`src/tdbs_pkg.sv`:
```
`default_nettype none
package tdbs_pkg;

   localparam int DELAY_BITS_DEFAULT = 10;
   localparam int DELAY_RESET        = 100;
   localparam logic [7:0] LSB_MASK   = 8'b0000_0001;

   typedef enum logic [3:0] {
      PH_IDLE      = 4'd0,
      PH_START     = 4'd1,
      PH_BIT_A     = 4'd2,
      PH_BIT_B     = 4'd3,
      PH_BIT_HIGH  = 4'd4,
      PH_ACK_LOW   = 4'd5,
      PH_ACK_WAIT  = 4'd6,
      PH_ACK_HIGH  = 4'd7,
      PH_ACK_TAIL  = 4'd8,
      PH_WAIT_BYTE = 4'd9,
      PH_STOP_A    = 4'd10,
      PH_STOP_B    = 4'd11,
      PH_STOP_C    = 4'd12
   } tdbs_phase_type;

   typedef enum logic {
      OP_TICK  = 1'b0,
      OP_OFFER = 1'b1
   } tdbs_op_type;

   typedef struct packed {
      logic       operation;
      logic [7:0] data_byte;
      logic       end_of_frame;
      logic       dio_sample;
   } tdbs_item_type;

   typedef struct packed {
      logic clk_level;
      logic dio_level;
      logic dio_drive;
      logic ready_for_byte;
      logic byte_accepted;
      logic ack_missing;
   } tdbs_result_type;

endpackage
`default_nettype wire

```
`src/tdbs_if.sv`:
```
`default_nettype none
interface tdbs_req_if;
   logic       valid;
   logic       ready;
   logic       operation;
   logic [7:0] data_byte;
   logic       end_of_frame;
   logic       dio_sample;

   modport source (output valid, operation, data_byte, end_of_frame, dio_sample,
                   input ready);
   modport sink   (input valid, operation, data_byte, end_of_frame, dio_sample,
                   output ready);
endinterface

interface tdbs_rsp_if;
   logic valid;
   logic ready;
   logic clk_level;
   logic dio_level;
   logic dio_drive;
   logic ready_for_byte;
   logic byte_accepted;
   logic ack_missing;

   modport source (output valid, clk_level, dio_level, dio_drive, ready_for_byte,
                   byte_accepted, ack_missing, input ready);
   modport sink   (input valid, clk_level, dio_level, dio_drive, ready_for_byte,
                   byte_accepted, ack_missing, output ready);
endinterface

interface tdbs_csr_if #(parameter int W = 10);
   logic         valid;
   logic         ready;
   logic [W-1:0] data;

   modport source (output valid, data, input ready);
   modport sink   (input valid, data, output ready);
endinterface
`default_nettype wire

```
`src/two_wire_display_byte_sender.sv`:
```
// Two-wire display byte sender.
// Path: a request beat is taken into the input register, and its result then
// goes to the result register, where it waits until rsp_chan takes it.
// Throughput: one request beat per cycle unless rsp_chan stalls; line timing
// comes from tick beats counted against delay_ticks, not from clock cycles.
// Reset: synchronous; lines go idle high and driven, delay_ticks returns to 100.
`default_nettype none
module two_wire_display_byte_sender #(
   parameter int DELAY_BITS = tdbs_pkg::DELAY_BITS_DEFAULT
) (
   input wire         clock,
   input wire         reset,
   tdbs_req_if.sink   req_chan,
   tdbs_rsp_if.source rsp_chan,
   tdbs_csr_if.sink   csr_chan
);
   import tdbs_pkg::*;

   logic                  in_valid_ff, in_valid_in;
   tdbs_item_type         item_ff;
   logic                  rsp_valid_ff, rsp_valid_in;
   tdbs_result_type       res_ff, res_in;
   logic [DELAY_BITS-1:0] delay_ff;
   logic                  advance, step;

   assign advance        = !rsp_valid_ff || rsp_chan.ready;
   assign req_chan.ready = !in_valid_ff || advance;
   assign step           = in_valid_ff && advance;
   assign csr_chan.ready = 1'b1;

   assign in_valid_in  = req_chan.ready ? req_chan.valid : in_valid_ff;
   assign rsp_valid_in = advance ? in_valid_ff : rsp_valid_ff;

   always_ff @(posedge clock) begin
      if (reset) begin
         in_valid_ff  <= 1'b0;
         rsp_valid_ff <= 1'b0;
         delay_ff     <= DELAY_BITS'(DELAY_RESET);
      end else begin
         in_valid_ff  <= in_valid_in;
         rsp_valid_ff <= rsp_valid_in;
         if (csr_chan.valid) begin
            delay_ff <= csr_chan.data;
         end
      end
   end

   // payload registers
   always_ff @(posedge clock) begin
      if (req_chan.valid && req_chan.ready) begin
         item_ff.operation    <= req_chan.operation;
         item_ff.data_byte    <= req_chan.data_byte;
         item_ff.end_of_frame <= req_chan.end_of_frame;
         item_ff.dio_sample   <= req_chan.dio_sample;
      end
      if (step) begin
         res_ff <= res_in;
      end
   end

   tdbs_core #(
      .DELAY_BITS (DELAY_BITS)
   ) u_core (
      .clock       (clock),
      .reset       (reset),
      .step        (step),
      .item        (item_ff),
      .delay_ticks (delay_ff),
      .result      (res_in)
   );

   assign rsp_chan.valid          = rsp_valid_ff;
   assign rsp_chan.clk_level      = res_ff.clk_level;
   assign rsp_chan.dio_level      = res_ff.dio_level;
   assign rsp_chan.dio_drive      = res_ff.dio_drive;
   assign rsp_chan.ready_for_byte = res_ff.ready_for_byte;
   assign rsp_chan.byte_accepted  = res_ff.byte_accepted;
   assign rsp_chan.ack_missing    = res_ff.ack_missing;

endmodule
`default_nettype wire

```
`src/tdbs_core.sv`:
```
`default_nettype none
module tdbs_core #(
   parameter int DELAY_BITS = 10
) (
   input  wire                       clock,
   input  wire                       reset,
   input  wire                       step,
   input  wire tdbs_pkg::tdbs_item_type item,
   input  wire [DELAY_BITS-1:0]      delay_ticks,
   output tdbs_pkg::tdbs_result_type result
);
   import tdbs_pkg::*;

   tdbs_phase_type        phase_ff, phase_in;
   logic [2:0]            bit_index_ff, bit_index_in;
   logic [7:0]            shift_ff, shift_in;
   logic [DELAY_BITS-1:0] tick_ff, tick_in;
   logic                  last_ff, last_in;
   logic                  ack_ff, ack_in;
   logic                  clk_ff, clk_in;
   logic                  dio_ff, dio_in;
   logic                  en_ff, en_in;

   logic                  idle_now, idle_next;
   logic [DELAY_BITS-1:0] len_raw, len_eff, tick_inc;
   logic                  accepted, missing;

   assign idle_now = (phase_ff == PH_IDLE) || (phase_ff > PH_STOP_C);
   assign len_raw  = ((phase_ff == PH_BIT_A) || (phase_ff == PH_BIT_B)) ?
                     (delay_ticks >> 1) : delay_ticks;
   assign len_eff  = (len_raw == '0) ? DELAY_BITS'(1) : len_raw;
   assign tick_inc = tick_ff + DELAY_BITS'(1);

   always_comb begin
      phase_in     = phase_ff;
      bit_index_in = bit_index_ff;
      shift_in     = shift_ff;
      tick_in      = tick_ff;
      last_in      = last_ff;
      ack_in       = ack_ff;
      clk_in       = clk_ff;
      dio_in       = dio_ff;
      en_in        = en_ff;
      accepted     = 1'b0;
      missing      = 1'b0;
      if (step) begin
         if (item.operation == OP_OFFER) begin
            if (idle_now || phase_ff == PH_WAIT_BYTE) begin
               accepted     = 1'b1;
               shift_in     = item.data_byte;
               bit_index_in = 3'd0;
               last_in      = item.end_of_frame;
               en_in        = 1'b1;
               tick_in      = '0;
               if (idle_now) begin
                  clk_in   = 1'b1;
                  dio_in   = 1'b0;
                  phase_in = PH_START;
               end else begin
                  clk_in   = 1'b0;
                  phase_in = PH_BIT_A;
               end
            end
         end else if (!idle_now && phase_ff != PH_WAIT_BYTE) begin
            if (phase_ff == PH_ACK_WAIT && !item.dio_sample) begin
               ack_in = 1'b1;
            end
            tick_in = tick_inc;
            // phase ends when the count wraps or reaches its length
            if (tick_inc == '0 || tick_inc >= len_eff) begin
               tick_in = '0;
               case (phase_ff)
                  PH_START: begin
                     clk_in   = 1'b0;
                     phase_in = PH_BIT_A;
                  end
                  PH_BIT_A: begin
                     dio_in   = |(shift_ff & LSB_MASK);
                     phase_in = PH_BIT_B;
                  end
                  PH_BIT_B: begin
                     shift_in = shift_ff >> 1;
                     clk_in   = 1'b1;
                     phase_in = PH_BIT_HIGH;
                  end
                  PH_BIT_HIGH: begin
                     clk_in = 1'b0;
                     if (bit_index_ff != 3'd7) begin
                        bit_index_in = bit_index_ff + 3'd1;
                        phase_in     = PH_BIT_A;
                     end else begin
                        bit_index_in = 3'd0;
                        en_in        = 1'b0;
                        ack_in       = 1'b0;
                        phase_in     = PH_ACK_LOW;
                     end
                  end
                  PH_ACK_LOW: begin
                     clk_in   = 1'b1;
                     phase_in = PH_ACK_WAIT;
                  end
                  PH_ACK_WAIT: begin
                     missing  = !ack_in;
                     phase_in = PH_ACK_HIGH;
                  end
                  PH_ACK_HIGH: begin
                     clk_in   = 1'b0;
                     phase_in = PH_ACK_TAIL;
                  end
                  PH_ACK_TAIL: begin
                     en_in = 1'b1;
                     if (last_ff) begin
                        dio_in   = 1'b0;
                        phase_in = PH_STOP_A;
                     end else begin
                        phase_in = PH_WAIT_BYTE;
                     end
                  end
                  PH_STOP_A: begin
                     clk_in   = 1'b1;
                     phase_in = PH_STOP_B;
                  end
                  PH_STOP_B: begin
                     dio_in   = 1'b1;
                     phase_in = PH_STOP_C;
                  end
                  default: begin
                     last_in  = 1'b0;
                     phase_in = PH_IDLE;
                  end
               endcase
            end
         end
      end
   end

   assign idle_next = (phase_in == PH_IDLE) || (phase_in > PH_STOP_C);

   always_comb begin
      result.clk_level      = clk_in;
      result.dio_level      = dio_in;
      result.dio_drive      = en_in;
      result.ready_for_byte = idle_next || (phase_in == PH_WAIT_BYTE);
      result.byte_accepted  = accepted;
      result.ack_missing    = missing;
   end

   always_ff @(posedge clock) begin
      if (reset) begin
         phase_ff     <= PH_IDLE;
         bit_index_ff <= 3'd0;
         shift_ff     <= 8'd0;
         tick_ff      <= '0;
         last_ff      <= 1'b0;
         ack_ff       <= 1'b0;
         clk_ff       <= 1'b1;
         dio_ff       <= 1'b1;
         en_ff        <= 1'b1;
      end else begin
         phase_ff     <= phase_in;
         bit_index_ff <= bit_index_in;
         shift_ff     <= shift_in;
         tick_ff      <= tick_in;
         last_ff      <= last_in;
         ack_ff       <= ack_in;
         clk_ff       <= clk_in;
         dio_ff       <= dio_in;
         en_ff        <= en_in;
      end
   end

   // data line released only across the ack slot
   a_release_in_ack: assert property (@(posedge clock) disable iff (reset)
      !en_ff |-> (phase_ff == PH_ACK_LOW || phase_ff == PH_ACK_WAIT ||
                  phase_ff == PH_ACK_HIGH || phase_ff == PH_ACK_TAIL))
      else $error("data line released outside ack slot");

   a_accept_starts: assert property (@(posedge clock) disable iff (reset)
      (step && accepted) |=> (phase_ff == PH_START || phase_ff == PH_BIT_A))
      else $error("accepted byte did not start a transfer");

   a_missing_on_tick: assert property (@(posedge clock) disable iff (reset)
      missing |-> (step && !accepted && phase_ff == PH_ACK_WAIT))
      else $error("ack_missing outside ack window close");

   a_bit_clock_low: assert property (@(posedge clock) disable iff (reset)
      (phase_ff == PH_BIT_A || phase_ff == PH_BIT_B) |-> !clk_ff)
      else $error("clock high while data may change");

endmodule
`default_nettype wire
```
`src/flat_wrapper.sv`:
```
// flat-port wrapper written by rule: the top's interface ports become plain ports
module two_wire_display_byte_sender_flat import tdbs_pkg::*;
#(
   parameter int DELAY_BITS = tdbs_pkg::DELAY_BITS_DEFAULT
)
  (clock, reset, req_chan_valid, req_chan_operation, req_chan_data_byte, req_chan_end_of_frame, req_chan_dio_sample, req_chan_ready, rsp_chan_valid, rsp_chan_clk_level, rsp_chan_dio_level, rsp_chan_dio_drive, rsp_chan_ready_for_byte, rsp_chan_byte_accepted, rsp_chan_ack_missing, rsp_chan_ready, csr_chan_valid, csr_chan_data, csr_chan_ready);
  tdbs_req_if req_chan_i ();
  tdbs_rsp_if rsp_chan_i ();
  tdbs_csr_if csr_chan_i ();
  input wire clock;
  input wire reset;
  input wire logic [$bits(req_chan_i.valid)-1:0] req_chan_valid;
  input wire logic [$bits(req_chan_i.operation)-1:0] req_chan_operation;
  input wire logic [$bits(req_chan_i.data_byte)-1:0] req_chan_data_byte;
  input wire logic [$bits(req_chan_i.end_of_frame)-1:0] req_chan_end_of_frame;
  input wire logic [$bits(req_chan_i.dio_sample)-1:0] req_chan_dio_sample;
  output wire logic [$bits(req_chan_i.ready)-1:0] req_chan_ready;
  output wire logic [$bits(rsp_chan_i.valid)-1:0] rsp_chan_valid;
  output wire logic [$bits(rsp_chan_i.clk_level)-1:0] rsp_chan_clk_level;
  output wire logic [$bits(rsp_chan_i.dio_level)-1:0] rsp_chan_dio_level;
  output wire logic [$bits(rsp_chan_i.dio_drive)-1:0] rsp_chan_dio_drive;
  output wire logic [$bits(rsp_chan_i.ready_for_byte)-1:0] rsp_chan_ready_for_byte;
  output wire logic [$bits(rsp_chan_i.byte_accepted)-1:0] rsp_chan_byte_accepted;
  output wire logic [$bits(rsp_chan_i.ack_missing)-1:0] rsp_chan_ack_missing;
  input wire logic [$bits(rsp_chan_i.ready)-1:0] rsp_chan_ready;
  input wire logic [$bits(csr_chan_i.valid)-1:0] csr_chan_valid;
  input wire logic [$bits(csr_chan_i.data)-1:0] csr_chan_data;
  output wire logic [$bits(csr_chan_i.ready)-1:0] csr_chan_ready;
  assign req_chan_i.valid = req_chan_valid;
  assign req_chan_i.operation = req_chan_operation;
  assign req_chan_i.data_byte = req_chan_data_byte;
  assign req_chan_i.end_of_frame = req_chan_end_of_frame;
  assign req_chan_i.dio_sample = req_chan_dio_sample;
  assign req_chan_ready = req_chan_i.ready;
  assign rsp_chan_valid = rsp_chan_i.valid;
  assign rsp_chan_clk_level = rsp_chan_i.clk_level;
  assign rsp_chan_dio_level = rsp_chan_i.dio_level;
  assign rsp_chan_dio_drive = rsp_chan_i.dio_drive;
  assign rsp_chan_ready_for_byte = rsp_chan_i.ready_for_byte;
  assign rsp_chan_byte_accepted = rsp_chan_i.byte_accepted;
  assign rsp_chan_ack_missing = rsp_chan_i.ack_missing;
  assign rsp_chan_i.ready = rsp_chan_ready;
  assign csr_chan_i.valid = csr_chan_valid;
  assign csr_chan_i.data = csr_chan_data;
  assign csr_chan_ready = csr_chan_i.ready;
  two_wire_display_byte_sender #(.DELAY_BITS(DELAY_BITS)) u_core (.clock(clock), .reset(reset), .req_chan(req_chan_i), .rsp_chan(rsp_chan_i), .csr_chan(csr_chan_i));
endmodule
```
`config.mk`:
```
export PLATFORM = sky130hd
export DESIGN_NAME = two_wire_display_byte_sender_flat
export DESIGN_NICKNAME = d
export VERILOG_FILES = /design/src/tdbs_pkg.sv /design/src/tdbs_if.sv /design/src/two_wire_display_byte_sender.sv /design/src/tdbs_core.sv /design/src/flat_wrapper.sv
export SDC_FILE = /design/constraint.sdc
export NUM_CORES = 1
export LEC_CHECK = 0
export ABC_AREA = 0
export BUFFER_PORTS_ARGS = -buffer_cell sky130_fd_sc_hd__buf_2
export CAP_MARGIN = 40
export CORE_ASPECT_RATIO = 1.75
export CORE_MARGIN = 3
export CORE_UTILIZATION = 55
export DETAILED_ROUTE_END_ITERATION = 6
export HOLD_SLACK_MARGIN = 0.05
export PLACE_DENSITY_LB_ADDON = 0.25
export SKIP_LAST_GASP = 1
export SYNTH_ARGS = -nofsm -noshare
export SYNTH_HDL_FRONTEND = slang
export SYNTH_SLANG_ARGS = --single-unit
export TNS_END_PERCENT = 100
```
`constraint.sdc`:
```
create_clock -name clock -period 5.5 [get_ports clock]
set_clock_uncertainty 0.05 [all_clocks]
set_input_delay 0.55 -clock clock [delete_from_list [all_inputs] [get_ports clock]]
set_output_delay 0.55 -clock clock [all_outputs]
set_load 0.02 [all_outputs]
```
Word-level counts from Yosys, hierarchy flattened:

Index checks and enable logic that the tools add are counted.

* output and inout port bits: 9
* register bits after elaboration: 59

* bitwise gates (word level): 4
* mux-type cells: 61
* order comparisons: 3
* add/sub/neg operators: 2
* eq/ne operators: 16
* reductions and logical operators: 34

Operator list (number)
* 10-bit 2-to-1 mux: 6
* 8-bit 2-to-1 mux: 5
* 4-bit one-hot mux with 10 select lines: 1
* 1-bit 2-to-1 mux: 32
* 3-bit 2-to-1 mux: 7
* 4-bit equality test (second input constant): 5
* 10-bit logical NOT: 2
* 4-bit 2-to-1 mux: 5
* 4-bit by 3-bit equality test with 1-bit output (second input constant): 4
* 5-bit AND reduction: 3
* 10-bit by 1-bit adder with 10-bit output (second input constant): 1
* 10-bit greater-or-equal comparator: 1
* 10-bit OR reduction: 1
* 4-bit by 2-bit equality test with 1-bit output (second input constant): 2
* 4-bit > comparator (second input constant): 2
* 4-bit logical NOT: 2
* 1-bit logical OR: 8
* 2-bit nonzero test: 4
* 3-bit AND reduction: 2
* 3-bit OR reduction: 2
* 1-bit logical NOT: 5
* 4-bit by 1-bit equality test with 1-bit output (second input constant): 1
* 1-bit logical AND: 4
* 2-bit 2-to-1 mux: 2
* 9 further kinds: 13

Depth between registers and ports, before layout:

Gate-level depths: netlist of the first run.

* depth in word-level cells: 14
* depth in mapped cells: 18

Cells and area by module:

A second synthesis of the first run with hierarchy kept.

* cell total of the unflattened synthesis: 374
* area total of the unflattened synthesis: 3512.1 µm²

Modules (own cells, without submodules)
* tdbs_core: instances 1, area each 2544.9 µm², cells each 313
* two_wire_display_byte_sender: instances 1, area each 967.2 µm², cells each 61

Worst setup path after synthesis of the first run:

No wires, ideal clock.

* kind: register to register
* start point: reg u_core.u_core.phase_ff[1]
* end point: reg u_core.res_ff, in the netlist u_core.rsp_chan.ready_for_byte, data pin
* buffers on the path: 4
* setup slack: 1129 ps
* setup time: 262 ps
* data required time: 5188 ps
* period minus slack after synthesis: 4371 ps
* arrival: 4058 ps
* stages on the path, launching flop included: 18
* cells stage by stage: dfxtp_1 > clkbuf_1 > nor3b_1 > buf_1 > mux2i_1 > nand4_1 > o31ai_1 > ha_1 > nand2b_1 > a211oi_1 > nor3_1 > or3_1 > clkbuf_1 > or2_1 > buf_6 > a221oi_1 > nand3_1 > mux2i_1

RTL lines
* start: declaration: RTL line tdbs_core.sv:14 `tdbs_phase_type phase_ff, phase_in;`
* start signal: assignment: RTL line tdbs_core.sv:160 `phase_ff <= phase_in;`
* end signal: assignment: RTL line two_wire_display_byte_sender.sv:57 `res_ff <= res_in;`
* end: declaration: RTL line two_wire_display_byte_sender.sv:22 `tdbs_result_type res_ff, res_in;`

==> impl_metrics.ini, run 1 <==
[critical_path]
required_ns = 5.54
reg2reg_depth = 15
end_kind = flip-flop
critPathArrivalTime_ns = 4.31
path_class = reg -> reg
r2r_end = u_core.rsp_chan.ready_for_byte
worstReg2RegStart = u_core.u_core.phase_ff[1]
cp-start-kind = flip-flop
r2r_slack_ns = 1.24
critPathMaxFanout = 24

[sta]
drv_slew = 0
relSlewSlack_pct = 48.35
hold_viol_final = 0
finalSetupTns_ns = 0
fin_crit_ns = 4.264
max_freq_mhz = 234.5
period_share_pct = 77.53
hold_ws_ns = 0.3195
grt_setup_unrepaired = false
worst_slew_pin_slew_ns = 0.7748
setup_viol = 0

[layout]
antennaDiodeCount = 0
final_cell_mix = nor2_1, dfxtp_1, buf_2
area_growth_pct = 10.89
seqCellArea_um2 = 1351
nFillCells = 554
drive_above_1_share_pct = 16.46
multi_input_area_um2 = 1971
layout_commonest_cell = nor2_1
final_area_um2 = 3846
fin_nets = 449

[cts]
htree_levels = 3
cts_resized = 0
clk_path_buf_depth = 2
cts_tree = yes
clk_pin_slew_worst_paths_ns = 0.07
clock_sinks = 59
clock-root-buffer = clkbuf_8
post_cts_buffers = 0
clock_latency_ns = 0.35
ctsHoldBuffers = 0
cts_made_buffers = 9

[placed_design]
portBuffers = 33
place.gp.congestion = 0.9371
place_area_um2 = 3637
dp_hpwl_um = 5617

[floorplan]
core_um2 = 6018
die_h_um = 111.1
dieArea_um2 = 7333
ios = 35
row_count = 37
start_util_pct = 57.63
dieWidth_um = 66.03

[worst_hold_path]
min_path_type = in -> reg
hold_end = u_core.item_ff[10]
hp-start = req_chan_operation
holdPathStages = 1

[routing]
drc_errors = 0
ant_nets = 0
drt-total-wl_um = 7949
post_drt_via_cell_ratio = 6.006
drt-initial-drc-count = 206
via_count = 2949
avgRoutedWirePerCell_um = 16.19
firstDrtPassIters = 4

[power]
clkPwrFrac_pct = 41.3
ir_drop_mv = 0.2191
p_sw_share_pct = 24.79
powerDensity_nw_per_um2 = 265.8
p_sw_w = 0.0002534
internal-power_w = 0.0007687
comb_power_share_pct = 11.9
leakagePower_nw = 1.596
seq_power_share_pct = 46.8

[synthesis]
yosys.area.top_type = dfxtp_1
synth_top_area_share_pct = 24.24
async_reset_ff_share_pct = 0
ys_types = 63
netlist_area_um2 = 3468
synthTopCellsByArea = dfxtp_1, edfxtp_1, mux2i_1, ha_1, nor2_1
synthCells = 386
synthFlopType = dfxtp_1
synth_edf_count = 17
syn-num-nets = 427
avgSynthCellArea_um2 = 8.985
ys_warn_count = 0
ys_seq_elements = 59
synth-seq-area-share_pct = 38.96

[grt]
grt_usage_pct = 23.68
antenna_found_initial = 0
grt_use_met2_pct = 39.48
grt_pass1_vias = 2981
grt_start_max_net_pins = 43
met1_usage_pct = 26.70
gr-total-overflow = 0
grt_pass1_wl_um = 13540
use_met3_pct = 5.071
busiest_layer = met2

[job]
drv_cap = 0

[run_status]
status = complete, no violations
synthesized netlist by cell type (4+ instances only):
cell      instances
a22oi_1           7
dfxtp_1          42
a21o_1            6
a21oi_1          26
o21ai_0          18
a211o_1           4
nand4_1           4
nor4_1            5
buf_1             5
mux2_2            8
nor2_1           46
nor3_1            9
nand3_1          12
nand2_1          28
nand3b_1          4
nand2b_1          6
mux2i_1          25
and3_1            6
edfxtp_1         17
ha_1             15
nor2b_1           6
xnor2_1           7
or3_1             4
clkbuf_1         15
critical path, stage by stage (launching register included):
cell,delay [ns]
dfxtp_1,0.30
buf_4,0.24
nor3b_2,0.21
buf_4,0.23
mux2i_1,0.30
nand4_1,0.13
o31ai_1,0.28
ha_1,0.27
nand2b_1,0.13
a211oi_1,0.23
nor3_1,0.06
or3_1,0.50
or2_1,0.41
a221oi_1,0.36
nand3_1,0.15
mux2i_1,0.14
layout make-up:
type                    count  share of cell area [%]
multi-input cells         296                   51.24
clock buffers              11                   3.416
clock inverters             5                   2.017
repair buffers             38                   5.270
inverters                   4                  0.3904
well taps                  78                   2.537
flip-flops and latches     59                   35.13
layer usage:
metal	vias up	share of wire, %
met5	-	0
met4	0	3.9
met3	24	3.8
met2	77	53
met1	1396	40
li1	1452	-
cell families (layout without fill, tap and decap cells):
family	Yosys count	after routing	synth area share, %
AO/OA/AOI/OAI	89	89	17.28
XOR/XNOR	9	9	2.273
adder cells (fa/ha/maj)	15	15	5.411
buffers and inverters	31	58	4.365
flip-flops	59	59	38.96
multiplexers	33	33	9.813
other	1	1	0.1081
AND/OR/NAND/NOR	149	149	21.79
power groups by stage:
stage,clock network (W),registers [W],logic [W]
3_5_place_dp,0,0.000488,0.000120
6_report,0.000422,0.000479,0.000122
5_1_grt,0.000451,0.000480,0.000136
2_1_floorplan,0,0.000486,0.0000872
4_1_cts,0.000430,0.000478,0.000121
3_3_place_gp,0,0.000487,0.000116
worst max path at each step:
stage                                   start                             end  slack (ns)  depth (start not counted)
finish              u_core.u_core.phase_ff[1]  u_core.rsp_chan.ready_for_byte        1.24                         15
CTS                 u_core.u_core.phase_ff[1]  u_core.rsp_chan.ready_for_byte        1.26                         15
floorplan           u_core.u_core.phase_ff[1]  u_core.rsp_chan.ready_for_byte        1.13                         17
global placement    u_core.u_core.phase_ff[1]  u_core.rsp_chan.ready_for_byte        1.46                         15
global route        u_core.u_core.phase_ff[1]  u_core.rsp_chan.ready_for_byte        0.89                         15
detailed placement  u_core.u_core.phase_ff[1]  u_core.rsp_chan.ready_for_byte        1.29                         15
state kept, by name, summed over array words and instances, names as in the netlist, 3 cells and up:
| name | flops |
|---|---|
| u_core.u_core.tick_ff | 10 |
| u_core.item_ff | 11 |
| u_core.delay_ff | 10 |
| u_core.u_core.phase_ff | 4 |
| u_core.u_core.bit_index_ff | 3 |
| u_core.u_core.shift_ff | 8 |
through the flow:
stage                     instances  total power, W  utilization, %  worst slack, ns
after floorplan                 386       0.0005729               -            1.129
after global placement          475       0.0006033           60.44            1.457
after detailed placement        475       0.0006076           60.44            1.287
after CTS                       491        0.001029           63.91            1.263
after global routing            491        0.001067           63.91           0.8927
final                           491        0.001022           63.91            1.236
No activity file was read; power rests on OpenSTA's default activity.
==> run 2: changes to the inputs <==
==> constraint.sdc (replaced) <==
create_clock -name clock -period 4.3 [get_ports clock]
set_clock_uncertainty 0.05 [all_clocks]
set_input_delay 0.43 -clock clock [delete_from_list [all_inputs] [get_ports clock]]
set_output_delay 0.43 -clock clock [all_outputs]
set_load 0.02 [all_outputs]
==> run 2 against run 1 <==
Net effect: sequential power up 27%; clock-buffer cell count unchanged; total power up 34%; non-clock buffer count up 5; global-route usage up 1.5 points; sequential share of layout area down 0.58 points; critical path depth down 1; design area up 1.7%; combinational power up 34%; utilization up 1.1 points; register-to-register slack worse by 0.80 ns; largest cell class unchanged; largest power group unchanged.
==> impl_metrics.ini, run 2 (synthesized netlist as in run 1, its figures left out) <==
[run_status]
status = complete, no violations

[sta]
period_share_pct = 89.97
max_freq_mhz = 258.5
fin_crit_ns = 3.869
hold_ws_ns = 0.2086
finalSetupTns_ns = 0
grt_setup_unrepaired = false
drv_slew = 0
worst_slew_pin_slew_ns = 0.7785
relSlewSlack_pct = 48.10
setup_viol = 0
hold_viol_final = 0

[floorplan]
die_h_um = 111.1
row_count = 37
start_util_pct = 57.63
dieWidth_um = 66.03
dieArea_um2 = 7333
ios = 35
core_um2 = 6018

[layout]
area_growth_pct = 12.77
largest_register_ff_count = 11
top_register = u_core.item_ff
fin_util_pct = 64.99
antennaDiodeCount = 0
final_cell_mix = nor2_1, dfxtp_1, buf_2
layout_commonest_cell = nor2_1
fin_nets = 454
largestRegisters = u_core.item_ff: 11 flops, u_core.delay_ff: 10 flops, u_core.u_core.tick_ff: 10 flops
drive_above_1_share_pct = 17.94

[power]
leakagePower_nw = 1.630
p_sw_w = 0.0003268
comb_power_share_pct = 11.9
seq_power_share_pct = 44.3
powerDensity_nw_per_um2 = 351.1
p_sw_share_pct = 23.80
ir_drop_mv = 0.2630
clkPwrFrac_pct = 43.9
internal-power_w = 0.001046

[cts]
cts_tree = yes
clock_latency_ns = 0.34
clock_sinks = 59
post_cts_buffers = 0
cts_resized = 0
cts_made_buffers = 9
clk_path_buf_depth = 2
ctsHoldBuffers = 0
htree_levels = 3
clock-root-buffer = clkbuf_8
clk_pin_slew_worst_paths_ns = 0.07

[grt]
antenna_found_initial = 0
grt_usage_pct = 25.15
grt_pass1_wl_um = 14380
grt_start_max_net_pins = 43
gr-total-overflow = 0
grt_pass1_vias = 3070

[placed_design]
place.gp.congestion = 0.9583
portBuffers = 33
dp_hpwl_um = 5906

[routing]
drt-initial-drc-count = 249
firstDrtPassIters = 4
post_drt_via_cell_ratio = 6.087
via_count = 3019
drt-total-wl_um = 8330
drc_errors = 0
avgRoutedWirePerCell_um = 16.79
ant_nets = 0

[critical_path]
cp-start-kind = flip-flop
worstReg2RegStart = u_core.u_core.phase_ff[1]
critPathArrivalTime_ns = 3.91
critPathMaxFanout = 11
path_class = reg -> reg
required_ns = 4.34
r2r_end = u_core.rsp_chan.ready_for_byte
end_kind = flip-flop
reg2reg_depth = 14
r2r_slack_ns = 0.43

[job]
drv_cap = 0

[worst_hold_path]
min_path_type = in -> reg
hp-start = req_chan_data_byte[0]
hold_end = u_core.item_ff[2]
holdPathStages = 1
[run 2: cell count changes in the layout (fill, tap and decap cells not counted), sizes merged]
cell and change:
buf +5, bufinv +1, clkinv -2, clkinvlp +1
[run 2: stage by stage]
step	area [um^2]	setup slack, ns	total power (W)	instances
global placement	3675	0.5137	0.0007784	480
floorplan	3470	0.1346	0.0007328	386
finish	3911	0.4314	0.001373	496
global route	3911	0.07957	0.001435	496
detailed placement	3675	0.3915	0.0007810	480
CTS	3909	0.3866	0.001384	496
[run 2: layer usage]
layer	GRT usage, %	vias to the layer above	wire length (um)
met5	0	-	0
met1	28.69	1420	3252
met3	5.781	26	360
met2	42.16	101	4391
li1	-	1472	-
met4	13.57	0	326
[run 2: how the worst max path moves through the flow]
| stage | start | endpoint | slack, ns |
|---|---|---|---|
| after floorplan | u_core.u_core.phase_ff[1] | u_core.rsp_chan.ready_for_byte | 0.13 |
| after global placement | u_core.u_core.phase_ff[3] | u_core.rsp_chan.ready_for_byte | 0.51 |
| after detailed placement | u_core.u_core.phase_ff[3] | u_core.rsp_chan.ready_for_byte | 0.39 |
| after CTS | u_core.u_core.phase_ff[3] | u_core.rsp_chan.ready_for_byte | 0.39 |
| after global routing | u_core.u_core.phase_ff[1] | u_core.rsp_chan.ready_for_byte | 0.08 |
| final | u_core.u_core.phase_ff[1] | u_core.rsp_chan.ready_for_byte | 0.43 |
[run 2: cell type report]
type,count,area (um^2)
fillers,523,2107
multi-input cells,296,1973
flip-flops and latches,59,1351
clock buffers,11,131.4
inverters,4,15.01
well taps,78,97.59
clock inverters,5,102.6
repair buffers,43,240.2
[run 2: worst max-delay path, stage by stage (launching register included)]
cell	delay, ns
dfxtp_1	0.34
nor3b_2	0.16
buf_4	0.23
mux2i_1	0.31
nand3_1	0.11
o31ai_1	0.25
ha_1	0.26
nand2b_1	0.14
a211oi_1	0.22
nor3_1	0.06
or3_1	0.51
or2_4	0.36
a222oi_1	0.41
a21o_1	0.15
mux2i_1	0.06
[run 2: power by group through the flow]
stage | combinational (W) | sequential (W) | clock (W)
2_1_floorplan | 0.000112 | 0.000621 | 0
3_3_place_gp | 0.000159 | 0.000619 | 0
3_5_place_dp | 0.000161 | 0.000620 | 0
4_1_cts | 0.000163 | 0.000608 | 0.000614
5_1_grt | 0.000183 | 0.000610 | 0.000642
6_report | 0.000163 | 0.000608 | 0.000602
==> run 3: changes to the inputs <==
--- a/config.mk
+++ b/config.mk
@@ -10,7 +10,7 @@
 export CAP_MARGIN = 40
 export CORE_ASPECT_RATIO = 1.75
 export CORE_MARGIN = 3
-export CORE_UTILIZATION = 55
+export CORE_UTILIZATION = 59
 export DETAILED_ROUTE_END_ITERATION = 6
 export HOLD_SLACK_MARGIN = 0.05
 export PLACE_DENSITY_LB_ADDON = 0.25
==> run 3 against run 2 <==
Net effect: combinational power shrank 2%; setup slack got worse by 0.13 ns; critical path depth unchanged; die area shrank 6.3%.
==> impl_metrics.ini, run 3 (synthesized netlist as in run 1, its figures left out) <==
[sta]
max_freq_mhz = 250.3
drv_slew = 0
hold_viol_final = 0
worst_slew_pin_slew_ns = 0.7690
grt_setup_unrepaired = false
fin_ws_ns = 0.3040
fin_crit_ns = 3.996
finalSetupTns_ns = 0
setup_viol = 0
relSlewSlack_pct = 48.73
period_share_pct = 92.93

[grt]
grt_pass1_wl_um = 13780
grt_use_met2_pct = 46.63
met1_usage_pct = 26.98
use_met3_pct = 3.762
grt_usage_pct = 25.94
gr-total-overflow = 0
antenna_found_initial = 0
grt_start_max_net_pins = 43
grt_pass1_vias = 3000
busiest_layer = met2

[floorplan]
die_h_um = 107.4
start_util_pct = 61.60
ios = 35
row_count = 36
dieArea_um2 = 6871
core_um2 = 5630
dieWidth_um = 63.96

[critical_path]
cp-start-kind = flip-flop
critPathArrivalTime_ns = 4.04
path_class = reg -> reg
end_kind = flip-flop
reg2reg_depth = 14
critPathMaxFanout = 11
required_ns = 4.35

[layout]
area_growth_pct = 11.51
antennaDiodeCount = 0
fin_nets = 453
layout_commonest_cell = nor2_1
seqCellArea_um2 = 1351
drive_above_1_share_pct = 18.23
nFillCells = 472
top_register = u_core.item_ff
largest_register_ff_count = 11
largestRegisters = u_core.item_ff: 11 flops, u_core.delay_ff: 10 flops, u_core.u_core.tick_ff: 10 flops
final_cell_mix = nor2_1, dfxtp_1, buf_2
multi_input_area_um2 = 1973

[routing]
post_drt_via_cell_ratio = 6.087
avgRoutedWirePerCell_um = 16.58
drc_errors = 0
ant_nets = 0
via_count = 3001
drt-total-wl_um = 8176
firstDrtPassIters = 5
drt-initial-drc-count = 251

[placed_design]
place_ws_ns = 0.3029
portBuffers = 33
place.gp.congestion = 0.9675
dp_hpwl_um = 5888

[run_status]
status = complete, no violations

[power]
ir_drop_mv = 0.3022
leakagePower_nw = 1.608
powerDensity_nw_per_um2 = 329.8

[worst_hold_path]
holdPathStages = 1
min_path_type = in -> reg

[cts]
clk_path_buf_depth = 2
cts_made_buffers = 9
ctsHoldBuffers = 0
clock_latency_ns = 0.35
clk_pin_slew_worst_paths_ns = 0.08
clock_sinks = 59
cts_tree = yes
htree_levels = 3
clock-root-buffer = clkbuf_8

[job]
drv_cap = 0
## run 3: routing by layer
layer,share of wire (%),routed length [um],vias to the layer above
met2,54,4376,107
met4,3.8,307,0
met1,37,3018,1402
li1,-,-,1468
met5,0,0,-
met3,5.8,473,24
## run 3: timing repair
item                       CTS  global route
setup endpoints to repair    0             1
gates resized for setup      0             2
setup buffers                0             1
## run 3: path summary, 6_finish.rpt
check,start,slack [ns],to
setup / recovery,u_core.u_core.phase_ff[3],0.30,u_core.rsp_chan.ready_for_byte
hold / removal,req_chan_data_byte[3],0.20,u_core.item_ff[5]
hold reg to reg,u_core.u_core.bit_index_ff[2],0.42,u_core.u_core.bit_index_ff[2]
setup reg to reg,u_core.u_core.phase_ff[3],0.30,u_core.rsp_chan.ready_for_byte
## run 3: power by group
part           internal (W)  total (W)  switching [W]  leakage (nW)
sequential         0.000595   0.000612      0.0000165         0.502
clock              0.000270   0.000505       0.000236        0.0958
combinational     0.0000654   0.000159      0.0000931          1.01
## run 3: layout make-up
cell class | instances | area share, %
multi-input cells | 296 | 51.02
flip-flops and latches | 59 | 34.94
repair buffers | 42 | 6.017
clock buffers | 9 | 3.203
well taps | 76 | 2.459
clock inverters | 7 | 1.973
inverters | 4 | 0.3882
## run 3: worst max-delay path: stages (launching register included)
cell,delay (ns)
dfxtp_1,0.33
nor3b_2,0.18
buf_4,0.24
mux2i_1,0.30
nand4_1,0.12
o31ai_1,0.27
ha_1,0.27
nand2b_1,0.14
a211oi_1,0.28
nor3_1,0.07
or3_1,0.51
a221o_1,0.43
o221ai_1,0.27
nand3_1,0.14
mux2i_1,0.14
## run 3: stage by stage
stage / area (um^2) / power, W / util [%] / instances / hold WS, ns
2_1_floorplan: 3470 / 0.0007328 / - / 386 / 0.3856
3_3_place_gp: 3657 / 0.0007750 / 64.96 / 476 / 0.3935
3_5_place_dp: 3657 / 0.0007809 / 64.96 / 476 / 0.4067
4_1_cts: 3857 / 0.001284 / 68.51 / 492 / 0.1856
5_1_grt: 3867 / 0.001329 / 68.69 / 493 / 0.1843
6_report: 3867 / 0.001275 / 68.69 / 493 / 0.2019
